## config.mk

```make
export PLATFORM = sky130hd
export DESIGN_NAME = sorted_keyed_table_top
export DESIGN_NICKNAME = d
export VERILOG_FILES = /design/src/rtl/skt_pkg.sv /design/src/rtl/sorted_keyed_table_top.sv
export VERILOG_INCLUDE_DIRS = /design/src /design/src/rtl
export SDC_FILE = /design/constraint.sdc
export NUM_CORES = 2
export LEC_CHECK = 0
export BUFFER_PORTS_ARGS = -buffer_cell sky130_fd_sc_hd__buf_2
export CAP_MARGIN = 20
export CORE_ASPECT_RATIO = 1.5
export CORE_MARGIN = 4
export CORE_UTILIZATION = 50
export CTS_CLUSTER_DIAMETER = 80
export DETAILED_ROUTE_END_ITERATION = 8
export HOLD_SLACK_MARGIN = 0.1
export PLACE_DENSITY = 0.64
export SETUP_SLACK_MARGIN = 0.2
export SYNTH_ARGS = -nofsm -noshare
export SYNTH_HDL_FRONTEND = slang
export SYNTH_SLANG_ARGS = --single-unit
```

## constraint.sdc

```tcl
create_clock -name clk -period 19.5 [get_ports clk]
set_clock_uncertainty 0.2 [all_clocks]
set_input_delay 1.95 -clock clk [delete_from_list [all_inputs] [get_ports clk]]
set_output_delay 1.95 -clock clk [all_outputs]
set_load 0.1 [all_outputs]
```

## src/rtl/sorted_keyed_table_top_defines.svh

```systemverilog
// Assertion macros for the sorted keyed table.
// Used by sorted_keyed_table_top; expects clk and rst in scope.
`ifndef SORTED_KEYED_TABLE_TOP_DEFINES_SVH
`define SORTED_KEYED_TABLE_TOP_DEFINES_SVH

// Antecedent implies consequent in the same cycle.
`define SKT_ASSERT_NOW(lbl, ante, cons) \
  lbl: assert property (@(posedge clk) disable iff (rst) (ante) |-> (cons)) \
    else $error("sorted_keyed_table check failed");

// Antecedent implies consequent in the next cycle.
`define SKT_ASSERT_NEXT(lbl, ante, cons) \
  lbl: assert property (@(posedge clk) disable iff (rst) (ante) |=> (cons)) \
    else $error("sorted_keyed_table check failed");

`endif

```

## src/rtl/skt_pkg.sv

```systemverilog
// Package for the sorted keyed table: sizes, codes, entry type, name cleanup.
// No dependencies.
package skt_pkg;

  localparam int DEPTH = 16;
  localparam int CW    = $clog2(DEPTH + 1);
  localparam int AW    = (DEPTH > 1) ? $clog2(DEPTH) : 1;

  typedef enum logic [2:0] {
    F_INSERT    = 3'd0,
    F_DELETE    = 3'd1,
    F_CLEAR     = 3'd2,
    F_MODIFY    = 3'd3,
    F_FIND_ID   = 3'd4,
    F_FIND_NAME = 3'd5
  } func_t;

  typedef enum logic [1:0] {
    ST_OK       = 2'd0,
    ST_NOTFOUND = 2'd1,
    ST_REJECT   = 2'd2,
    ST_FULL     = 2'd3
  } status_t;

  typedef enum logic [2:0] {
    S_IDLE,
    S_SCAN_RD,
    S_SCAN_CHK,
    S_DECIDE,
    S_SHIFT_RD,
    S_SHIFT_WR,
    S_PUT
  } state_t;

  typedef struct packed {
    logic [30:0] id;
    logic [63:0] head;
    logic [7:0]  tail;
  } entry_t;

  // Zero every byte after the first zero byte of the head.
  function automatic logic [63:0] norm_head(input logic [63:0] h);
    logic [63:0] r;
    logic        alive;
    r     = '0;
    alive = 1'b1;
    for (int i = 0; i < 8; i++) begin
      if (h[8*i +: 8] == 8'd0) alive = 1'b0;
      if (alive) r[8*i +: 8] = h[8*i +: 8];
    end
    return r;
  endfunction

  // Ninth byte survives only if all eight head bytes are nonzero.
  function automatic logic [7:0] norm_tail(input logic [63:0] h, input logic [7:0] t);
    logic alive;
    alive = 1'b1;
    for (int i = 0; i < 8; i++) begin
      if (h[8*i +: 8] == 8'd0) alive = 1'b0;
    end
    return alive ? t : 8'd0;
  endfunction

endpackage

```

## src/rtl/sorted_keyed_table_top.sv

```systemverilog
// Sorted keyed table: ordered id/name store in one synchronous memory.
// Depends on skt_pkg and sorted_keyed_table_top_defines.svh.
//
// Usage:
// - Request channel (in_valid/in_ready) carries func, key_id, new_id and the
//   name; one request is taken at a time, in_ready is high only when idle.
// - Result channel (out_valid/out_ready) is one output register; all
//   requests but codes six and seven give a result with last set; find by
//   name with hits gives one per hit in table order, last on the final one.
// - Work with n entries stored: a scan reads each entry and then checks
//   it (the memory read is registered), then a shift moves one entry at
//   a time, reading it and then writing it. Insert scans all n entries,
//   delete stops at the match, modify runs a delete and then an insert,
//   and clear needs no scan.
// - A stalled receiver holds the result register; a find scan pauses on
//   the next hit until the register frees, other requests wait in the
//   final state.
// - Synchronous reset empties the table (count to zero); memory contents
//   are not cleared since entries beyond the count are never read.
// - Codes six and seven are taken and dropped with no result.
`include "sorted_keyed_table_top_defines.svh"

module sorted_keyed_table_top (
  input  logic        clk,
  input  logic        rst,
  input  logic        in_valid,
  output logic        in_ready,
  input  logic [2:0]  func,
  input  logic [30:0] key_id,
  input  logic [30:0] new_id,
  input  logic [63:0] name_head,
  input  logic [7:0]  name_tail,
  output logic        out_valid,
  input  logic        out_ready,
  output logic [1:0]  status,
  output logic [30:0] out_id,
  output logic [63:0] out_name_head,
  output logic [7:0]  out_name_tail,
  output logic        last
);

  localparam int CW = skt_pkg::CW;
  localparam int AW = skt_pkg::AW;

  skt_pkg::entry_t mem [skt_pkg::DEPTH];
  skt_pkg::entry_t rdata;

  skt_pkg::state_t  state, state_next;
  skt_pkg::func_t   op, op_next;
  logic             ins, ins_next;
  logic [30:0]      key, key_next, nid, nid_next;
  logic [63:0]      head, head_next;
  logic [7:0]       tail, tail_next;
  logic [CW-1:0]    idx, idx_next, pos, pos_next, count, count_next;
  logic             posfound, posfound_next, found, found_next, dup, dup_next;
  skt_pkg::status_t res_status, res_status_next;
  skt_pkg::entry_t  res, res_next;

  logic            mem_we, mem_re;
  logic [AW-1:0]   mem_waddr, mem_raddr;
  skt_pkg::entry_t mem_wdata;
  logic            push, out_free, hit;
  logic [CW-1:0]   idx_inc, idx_dec;

  assign in_ready = (state == skt_pkg::S_IDLE);
  assign out_free = !out_valid || out_ready;
  assign idx_inc  = idx + CW'(1);
  assign idx_dec  = idx - CW'(1);

  always_ff @(posedge clk) begin
    if (mem_we) mem[mem_waddr] <= mem_wdata;
    if (mem_re) rdata <= mem[mem_raddr];
  end

  always_ff @(posedge clk) begin
    if (rst) begin
      state     <= skt_pkg::S_IDLE;
      count     <= '0;
      out_valid <= 1'b0;
    end else begin
      state <= state_next;
      count <= count_next;
      if (push) out_valid <= 1'b1;
      else if (out_ready) out_valid <= 1'b0;
    end
    op         <= op_next;
    ins        <= ins_next;
    key        <= key_next;
    nid        <= nid_next;
    head       <= head_next;
    tail       <= tail_next;
    idx        <= idx_next;
    pos        <= pos_next;
    posfound   <= posfound_next;
    found      <= found_next;
    dup        <= dup_next;
    res_status <= res_status_next;
    res        <= res_next;
    if (push) begin
      status        <= res_status;
      out_id        <= res.id;
      out_name_head <= res.head;
      out_name_tail <= res.tail;
      last          <= (state == skt_pkg::S_PUT);
    end
  end

  always_comb begin
    state_next      = state;
    op_next         = op;
    ins_next        = ins;
    key_next        = key;
    nid_next        = nid;
    head_next       = head;
    tail_next       = tail;
    idx_next        = idx;
    pos_next        = pos;
    posfound_next   = posfound;
    found_next      = found;
    dup_next        = dup;
    count_next      = count;
    res_status_next = res_status;
    res_next        = res;
    mem_we          = 1'b0;
    mem_re          = 1'b0;
    mem_waddr       = idx[AW-1:0];
    mem_raddr       = idx[AW-1:0];
    mem_wdata       = '{id: nid, head: head, tail: tail};
    push            = 1'b0;
    hit             = 1'b0;

    case (state)
      skt_pkg::S_IDLE: begin
        if (in_valid) begin
          op_next         = skt_pkg::func_t'(func);
          ins_next        = (func == skt_pkg::F_INSERT);
          key_next        = key_id;
          nid_next        = new_id;
          head_next       = skt_pkg::norm_head(name_head);
          tail_next       = skt_pkg::norm_tail(name_head, name_tail);
          idx_next        = '0;
          found_next      = 1'b0;
          dup_next        = 1'b0;
          posfound_next   = 1'b0;
          res_status_next = skt_pkg::ST_NOTFOUND;
          res_next        = '0;
          case (func) inside
            skt_pkg::F_CLEAR: begin
              count_next      = '0;
              res_status_next = skt_pkg::ST_OK;
              state_next      = skt_pkg::S_PUT;
            end
            skt_pkg::F_INSERT, skt_pkg::F_DELETE, skt_pkg::F_MODIFY,
            skt_pkg::F_FIND_ID, skt_pkg::F_FIND_NAME: begin
              state_next = skt_pkg::S_SCAN_RD;
            end
            default: state_next = skt_pkg::S_IDLE;
          endcase
        end
      end

      skt_pkg::S_SCAN_RD: begin
        if (idx == count) begin
          state_next = skt_pkg::S_DECIDE;
        end else begin
          mem_re     = 1'b1;
          state_next = skt_pkg::S_SCAN_CHK;
        end
      end

      skt_pkg::S_SCAN_CHK: begin
        if (op == skt_pkg::F_FIND_ID || op == skt_pkg::F_FIND_NAME) begin
          hit = (op == skt_pkg::F_FIND_ID) ? (rdata.id == key)
                : (rdata.head == head && rdata.tail == tail);
          if (!hit) begin
            idx_next   = idx_inc;
            state_next = skt_pkg::S_SCAN_RD;
          end else if (!found || out_free) begin
            // previous hit goes out with last low; this one is held
            push            = found;
            res_status_next = skt_pkg::ST_OK;
            res_next        = rdata;
            found_next      = 1'b1;
            idx_next        = idx_inc;
            state_next      = skt_pkg::S_SCAN_RD;
          end
        end else if (ins) begin
          if (rdata.id == nid) dup_next = 1'b1;
          if (!posfound && rdata.id > nid) begin
            pos_next      = idx;
            posfound_next = 1'b1;
          end
          idx_next   = idx_inc;
          state_next = skt_pkg::S_SCAN_RD;
        end else if (rdata.id == key) begin
          pos_next   = idx;
          found_next = 1'b1;
          state_next = skt_pkg::S_DECIDE;
        end else begin
          idx_next   = idx_inc;
          state_next = skt_pkg::S_SCAN_RD;
        end
      end

      skt_pkg::S_DECIDE: begin
        if (op == skt_pkg::F_FIND_ID || op == skt_pkg::F_FIND_NAME) begin
          state_next = skt_pkg::S_PUT;
        end else if (ins) begin
          if (nid == 31'd0 || dup) begin
            res_status_next = skt_pkg::ST_REJECT;
            state_next      = skt_pkg::S_PUT;
          end else if (count == CW'(skt_pkg::DEPTH)) begin
            res_status_next = skt_pkg::ST_FULL;
            state_next      = skt_pkg::S_PUT;
          end else begin
            if (!posfound) pos_next = count;
            idx_next   = count;
            state_next = skt_pkg::S_SHIFT_RD;
          end
        end else if (!found) begin
          res_status_next = skt_pkg::ST_NOTFOUND;
          state_next      = skt_pkg::S_PUT;
        end else begin
          idx_next   = pos;
          state_next = skt_pkg::S_SHIFT_RD;
        end
      end

      skt_pkg::S_SHIFT_RD: begin
        if (ins) begin
          if (idx == pos) begin
            mem_we          = 1'b1;
            count_next      = count + CW'(1);
            res_status_next = skt_pkg::ST_OK;
            state_next      = skt_pkg::S_PUT;
          end else begin
            mem_re     = 1'b1;
            mem_raddr  = idx_dec[AW-1:0];
            state_next = skt_pkg::S_SHIFT_WR;
          end
        end else if (idx_inc >= count) begin
          count_next = count - CW'(1);
          if (op == skt_pkg::F_MODIFY) begin
            // old entry gone; rerun the scan as an insert
            ins_next      = 1'b1;
            idx_next      = '0;
            dup_next      = 1'b0;
            posfound_next = 1'b0;
            state_next    = skt_pkg::S_SCAN_RD;
          end else begin
            res_status_next = skt_pkg::ST_OK;
            state_next      = skt_pkg::S_PUT;
          end
        end else begin
          mem_re     = 1'b1;
          mem_raddr  = idx_inc[AW-1:0];
          state_next = skt_pkg::S_SHIFT_WR;
        end
      end

      skt_pkg::S_SHIFT_WR: begin
        mem_we     = 1'b1;
        mem_wdata  = rdata;
        idx_next   = ins ? idx_dec : idx_inc;
        state_next = skt_pkg::S_SHIFT_RD;
      end

      skt_pkg::S_PUT: begin
        if (out_free) begin
          push       = 1'b1;
          state_next = skt_pkg::S_IDLE;
        end
      end

      default: state_next = skt_pkg::S_IDLE;
    endcase
  end

  `SKT_ASSERT_NOW(a_count_bound, 1'b1, count <= CW'(skt_pkg::DEPTH))
  `SKT_ASSERT_NOW(a_write_in_range, mem_we, {1'b0, mem_waddr} <= count)
  `SKT_ASSERT_NEXT(a_clear_empties, in_valid && in_ready && func == skt_pkg::F_CLEAR, count == '0)

endmodule
```

## Word-level counts from Yosys, hierarchy flattened

Memories as Yosys holds them, arrays and structs flattened. A register that Yosys moved wholly into a read port is not among the register bits.
Index checks and enable logic that the tools add are counted.

| storage, ports and cells | value |
|---|---|
| bits of input ports | 141 |
| RAM bits | 1648 |
| memories | 1 |
| flip-flop bits (word level) | 371 |

Memory list:

| memory | depth | width | rd ports | clocked after memory_dff | wr ports | RTL line | RTL |
|---|---|---|---|---|---|---|---|
| mem | 16 | 103 | 1 | 1 | 1 | sorted_keyed_table_top.sv:45 | `skt_pkg::entry_t mem [skt_pkg::DEPTH];` |

| operators by class | value |
|---|---|
| $add $sub $neg | 4 |
| muxes and demuxes | 151 |
| $lt $le $gt $ge | 2 |
| reduce and logical (&&, ||, !) cells | 39 |
| equality and inequality tests | 55 |

Operator list:

| operator | count |
|---|---|
| $mux W103 | 5 |
| $pmux W103 S2 | 1 |
| $mux W5 | 29 |
| $mux W1 | 70 |
| $eq A64 B64 Y1 | 1 |
| $logic_not A8 Y1 | 8 |
| $eq A31 B31 Y1 | 2 |
| $ne A3 B3 Y1 const B | 13 |
| $mux W2 | 19 |
| $ne A2 B2 Y1 const B | 17 |
| $mux W3 | 11 |
| $gt A31 B31 Y1 | 1 |
| $logic_not A31 Y1 | 1 |
| $pmux W5 S5 | 1 |
| $reduce_and A11 Y1 | 2 |
| $eq A3 B3 Y1 const B | 7 |
| $pmux W3 S7 | 1 |
| $pmux W5 S2 | 2 |
| $mux W4 | 4 |
| $reduce_and A8 Y1 | 2 |
| $eq A3 B2 Y1 const B | 5 |
| $ne A4 B4 Y1 const B | 3 |
| $add A5 B1 Y5 const B | 2 |
| $eq A5 B5 Y1 | 2 |
| 23 further kinds | 42 |

## Depth between registers and ports, before layout

| logic depth | value |
|---|---|
| depth in word-level cells | 25 |
| gate-level depth with buffers | 17 |
| mapped depth without buffers | 11 |

## Least setup slack after synthesis

OpenSTA, ideal clock, no wires.

| timing path | value |
|---|---|
| path type | input-to-reg |
| start point | input out_ready |
| end point | register res[0] (netlist name), enable pin |
| arrival | 9268 ps |
| stages | 5 |
| path buffers | 0 |
| slack | 9341 ps |
| required time | 18609 ps |
| cells stage by stage | nor2b_1 -> nand2_1 -> o211a_1 -> mux2i_1 -> nor3_1 |

| between the ends | value |
|---|---|
| cells in the longest elaborated chain, start to end | 4 |

RTL lines:

| element | RTL line | RTL |
|---|---|---|
| start: declaration | sorted_keyed_table_top.sv:34 | `input logic out_ready,` |
| $logic_or A1 B1 Y1 | sorted_keyed_table_top.sv:66 | `assign out_free = !out_valid \|\| out_ready;` |
| $logic_or A1 B1 Y1 | sorted_keyed_table_top.sv:178 | `end else if (!found \|\| out_free) begin` |
| $ne A2 B2 Y1 (no source line) | -- |  |
| $reduce_and A5 Y1 (no source line) | -- |  |
| end signal: assignment | sorted_keyed_table_top.sv:98 | `res <= res_next;` |
| end: declaration | sorted_keyed_table_top.sv:57 | `skt_pkg::entry_t res, res_next;` |

No other way between the ends.
A chain may end at the register's enable or synchronous reset.

## Worst setup path in the final report

| timing path | value |
|---|---|
| start point | register idx[0] |
| end point | register, netlist name rdata[89] |

| between the ends | value |
|---|---|
| cells in the longest elaborated chain, start to end | 5 |

RTL lines:

| element | RTL line | RTL |
|---|---|---|
| start: declaration | sorted_keyed_table_top.sv:54 | `logic [CW-1:0] idx, idx_next, pos, pos_next, count, count_next;` |
| start signal: assignment | sorted_keyed_table_top.sv:92 | `idx <= idx_next;` |
| $add A5 B1 Y5 | sorted_keyed_table_top.sv:67 | `assign idx_inc = idx + CW'(1);` |
| $ge A5 B5 Y1 | sorted_keyed_table_top.sv:241 | `end else if (idx_inc >= count) begin` |
| $mux W1 or $mux W4 (tied branches) | sorted_keyed_table_top.sv:241 |  |
| $mux W1 or $mux W4 (tied branches) | sorted_keyed_table_top.sv:230 | `if (ins) begin` |
| $pmux W1 S2 or $mux W4 (tied branches) | sorted_keyed_table_top.sv:132 | `case (state)` |

Several ways; a longest one is shown, not always the timed one.

==> impl_metrics.prom <==
# TYPE chip_impl_metric gauge
chip_impl_info{name="root_buffer",value="clkbuf_16"} 1
chip_impl_metric{name="worstPathRequired",unit="ns"} 19.86
chip_impl_metric{name="cts_inserted_buffers",unit=""} 192
chip_impl_info{name="layout.cells.most_common_list",value="2113 x edfxtp_1, 417 x mux2i_1, 248 x buf_2"} 1
chip_impl_metric{name="drive_above_1_share",unit="%"} 16.3
chip_impl_metric{name="dieHeight",unit="um"} 511
chip_impl_metric{name="die-area",unit="um^2"} 176000
chip_impl_metric{name="yosys_warnings",unit=""} 0
chip_impl_info{name="synth_top_area_cell",value="edfxtp_1"} 1
chip_impl_metric{name="setup_total_negative_slack",unit="ns"} 0
chip_impl_metric{name="holdWs",unit="ns"} 0.203
chip_impl_info{name="synth.area.top_cells",value="edfxtp_1 75%, mux2i_1 4.9%, mux4_2 2.7%"} 1
chip_impl_metric{name="antenna_found_initial",unit=""} 12
chip_impl_metric{name="crit_buf_inv",unit=""} 4
chip_impl_metric{name="timing.critical_path.slowest_cell_delay",unit="ns"} 0.87
chip_impl_metric{name="hold_violations",unit=""} 0
chip_impl_metric{name="synth_nets",unit=""} 5030
chip_impl_metric{name="post_synthesis_sequential_area_ratio",unit="%"} 75.4
chip_impl_metric{name="route.vias.total",unit=""} 47900
chip_impl_metric{name="crit_arrival",unit="ns"} 7.57
chip_impl_metric{name="wl_per_cell",unit="um"} 31.3
chip_impl_info{name="critical_path_cell_sequence",value="inv_1 -> ha_1 -> ha_1 -> a21o_1 -> a31oi_1 -> o21a_1 -> o311a_1 -> and2_4 -> buf_4 -> buf_4 -> buf_4 -> mux4_2 -> a211o_1 -> or3_1"} 1
chip_impl_metric{name="period_needed",unit="ns"} 7.21
chip_impl_metric{name="crit_path_max_fanout",unit=""} 59
chip_impl_metric{name="synth_top_cell_area_share",unit="%"} 75.1
chip_impl_metric{name="remaining_drcs",unit=""} 0
chip_impl_metric{name="hold_buffers",unit=""} 0
chip_impl_metric{name="postSynthAreaPerCell",unit="um^2"} 17.4
chip_impl_info{name="crit_type",value="register to register"} 1
chip_impl_info{name="dominantRegCellSynth",value="edfxtp_1"} 1
chip_impl_metric{name="final.fill_count",unit=""} 12800
chip_impl_metric{name="number_of_instances_in_the_synthesized_netlist",unit=""} 4844
chip_impl_metric{name="top_level_ports",unit=""} 249
chip_impl_metric{name="htree_levels",unit=""} 4
chip_impl_metric{name="synthArstFlopShare",unit="%"} 0
chip_impl_metric{name="ir_worst_vdd",unit="V"} 0.0000943
chip_impl_metric{name="rows",unit=""} 184
chip_impl_metric{name="clk_pin_slew_worst_paths",unit="ns"} 0.07
chip_impl_metric{name="cts-root-to-sink-buffers",unit=""} 3
chip_impl_info{name="hold_class",value="register to register"} 1
chip_impl_metric{name="final_max_tran_viols",unit=""} 0
chip_impl_metric{name="distinct_cell_type_count_after_synthesis",unit=""} 66
chip_impl_metric{name="vias_per_cell",unit=""} 6.45
chip_impl_info{name="critical-path-top-cell-by-count",value="buf_4"} 1
chip_impl_metric{name="track_usage",unit="%"} 26.1
chip_impl_metric{name="flops_latches_synth",unit=""} 2122
chip_impl_metric{name="floorplan.initialDensity",unit="%"} 50.3
chip_impl_metric{name="post-cts-setup-buffers",unit=""} 0
chip_impl_metric{name="syn2layout_area_growth",unit="%"} 11.4
chip_impl_metric{name="first_pass_iters",unit=""} 5
chip_impl_metric{name="num-nets-final",unit=""} 5224
chip_impl_metric{name="tightestPinTransition",unit="ns"} 1.21
chip_impl_info{name="setup_repair_after_global_routing_missed_its_margin",value="no"} 1
chip_impl_metric{name="grt_pass1_vias",unit=""} 47500
chip_impl_metric{name="total_area_of_multi_input_combinational_cells",unit="um^2"} 19400
chip_impl_metric{name="route.final.wire_length",unit="um"} 233000
chip_impl_metric{name="globalRoute.totalOverflow",unit=""} 0
chip_impl_metric{name="largest_net_degree_at_the_start_of_global_routing",unit=""} 124
chip_impl_metric{name="setup_viol_count_final",unit=""} 0
chip_impl_metric{name="register_area",unit="um^2"} 63600
chip_impl_info{name="worst_setup_path_start_kind",value="register"} 1
chip_impl_metric{name="layout_worst_path_cycle_share",unit="%"} 37.0
chip_impl_metric{name="power_leakage",unit="nW"} 31.8
chip_impl_metric{name="placeableCoreArea",unit="um^2"} 168000
chip_impl_metric{name="post_cts_resize_count",unit=""} 0
chip_impl_metric{name="max-slew-margin-rel",unit="%"} 19.1
chip_impl_info{name="cts_tree",value="yes"} 1
chip_impl_metric{name="power_density",unit="nW/um^2"} 116
chip_impl_info{name="critical_path_capture_point_type",value="register"} 1
chip_impl_info{name="slowest_stage_cell_on_the_critical_path",value="buf_4"} 1
chip_impl_metric{name="die_width",unit="um"} 344
chip_impl_metric{name="tritoncts_num_sinks",unit=""} 2122
chip_impl_metric{name="grt_pass1_wl",unit="um"} 332000
chip_impl_info{name="layout_commonest_cell",value="edfxtp_1"} 1
chip_impl_metric{name="insertion_delay",unit="ns"} 0.84
chip_impl_metric{name="placement.io_buffers",unit=""} 248
chip_impl_metric{name="maximum_clock_frequency",unit="MHz"} 139
chip_impl_metric{name="place_congestion",unit=""} 0.850
chip_impl_metric{name="drt_first_iter_violations",unit=""} 5515
chip_impl_info{name="worst_path_dominant_cell_family",value="buffers and inverters"} 1
chip_impl_metric{name="post_synth_edffs",unit=""} 2113
chip_impl_metric{name="timing.max_cap.violations",unit=""} 0
chip_impl_info{name="result_of_the_run",value="complete, no violations"} 1
chip_impl_metric{name="mapped_area",unit="um^2"} 84400
chip_impl_metric{name="drt.antenna.violating_nets",unit=""} 0
chip_impl_metric{name="hpwl_after_detailed_placement",unit="um"} 121000
## state kept, by name, indices dropped and copies added, names as in the netlist, 8 cells and up
register	count
tail	8
mem	1648
key	31
out_name_head	64
out_id	31
res	103
out_name_tail	8
head	64
rdata	103
nid	31
## Yosys cell counts, types with 4 or more instances
cell type / instances
and3_1: 5
inv_1: 45
a22oi_1: 4
nor2_1: 50
or3_1: 106
nand2_1: 40
o22ai_1: 208
buf_6: 14
ha_1: 44
nand3_1: 218
buf_1: 10
xor2_1: 55
a31oi_1: 5
a2111oi_0: 207
clkbuf_1: 241
buf_2: 56
xnor2_1: 66
a21o_1: 14
nand4_1: 30
mux2i_1: 417
a21oi_1: 32
a211o_1: 104
buf_8: 5
nand2b_1: 9
dfxtp_1: 9
buf_4: 10
or4_1: 4
nor3_1: 21
nor4_1: 39
o21ai_0: 233
mux2_2: 103
mux4_2: 103
edfxtp_1: 2113
nor2b_1: 12
and2_1: 163
## final timing paths
| path | from | end | slack, ns | depth (start not counted) |
|---|---|---|---|---|
| max | idx[0] | rdata[89] | 12.29 | 14 |
| min | res[43] | out_name_head[35] | 0.20 | 0 |
| max reg2reg | idx[0] | rdata[89] | 12.29 | 14 |
| min reg2reg | res[43] | out_name_head[35] | 0.20 | 0 |
## power by group
group	leakage, nW	internal, W	switching [W]
clock	2.96	0.00204	0.00165
combinational	9.55	0.000660	0.00122
sequential	19.3	0.00525	0.000136
total	31.8	0.00795	0.00300
## metal layers
metal | GRT usage, % | up-vias | wire, um
met3 | 4.69 | 440 | 21400
met1 | 35.9 | 25000 | 91500
met4 | 8.95 | 6 | 7760
met5 | 0 | - | 32
li1 | - | 20000 | -
met2 | 42.2 | 2533 | 112000
## cells by family (layout without fill, tap and decap cells)
group	after synthesis	in the layout	synth area share [%]
simple gates	713	713	4.73
compound gates	837	837	6.88
flops	2122	2122	75.4
other cells	0	5	0
xor+xnor	123	123	1.29
fa+ha+maj	45	45	0.676
mux	623	623	9.06
buf+inv	381	732	2.01
## through the flow
step | area (um^2) | power (W) | cells | worst slack (ns) | utilization, %
finish | 94100 | 0.0110 | 7432 | 12.29 | 56.1
global route | 94100 | 0.0113 | 7428 | 11.98 | 56.1
CTS | 94100 | 0.0110 | 7425 | 12.32 | 56.0
detailed placement | 88000 | 0.00735 | 7074 | 12.34 | 52.4
global placement | 88000 | 0.00732 | 7074 | 12.46 | 52.4
floorplan | 84400 | 0.00672 | 4844 | 9.34 | -
## final cells by class
| type | count | share of cell area [%] |
|---|---|---|
| Clock buffer | 237 | 5.40 |
| Clock inverter | 114 | 1.06 |
| Sequential cell | 2122 | 67.6 |
| Antenna cell | 5 | 0.0133 |
| Timing Repair Buffer | 336 | 2.17 |
| Tap cell | 2232 | 2.97 |
| Inverter | 45 | 0.180 |
| Multi-Input combinational cell | 2341 | 20.6 |
Note: power is estimated with default switching activity, not from simulation.
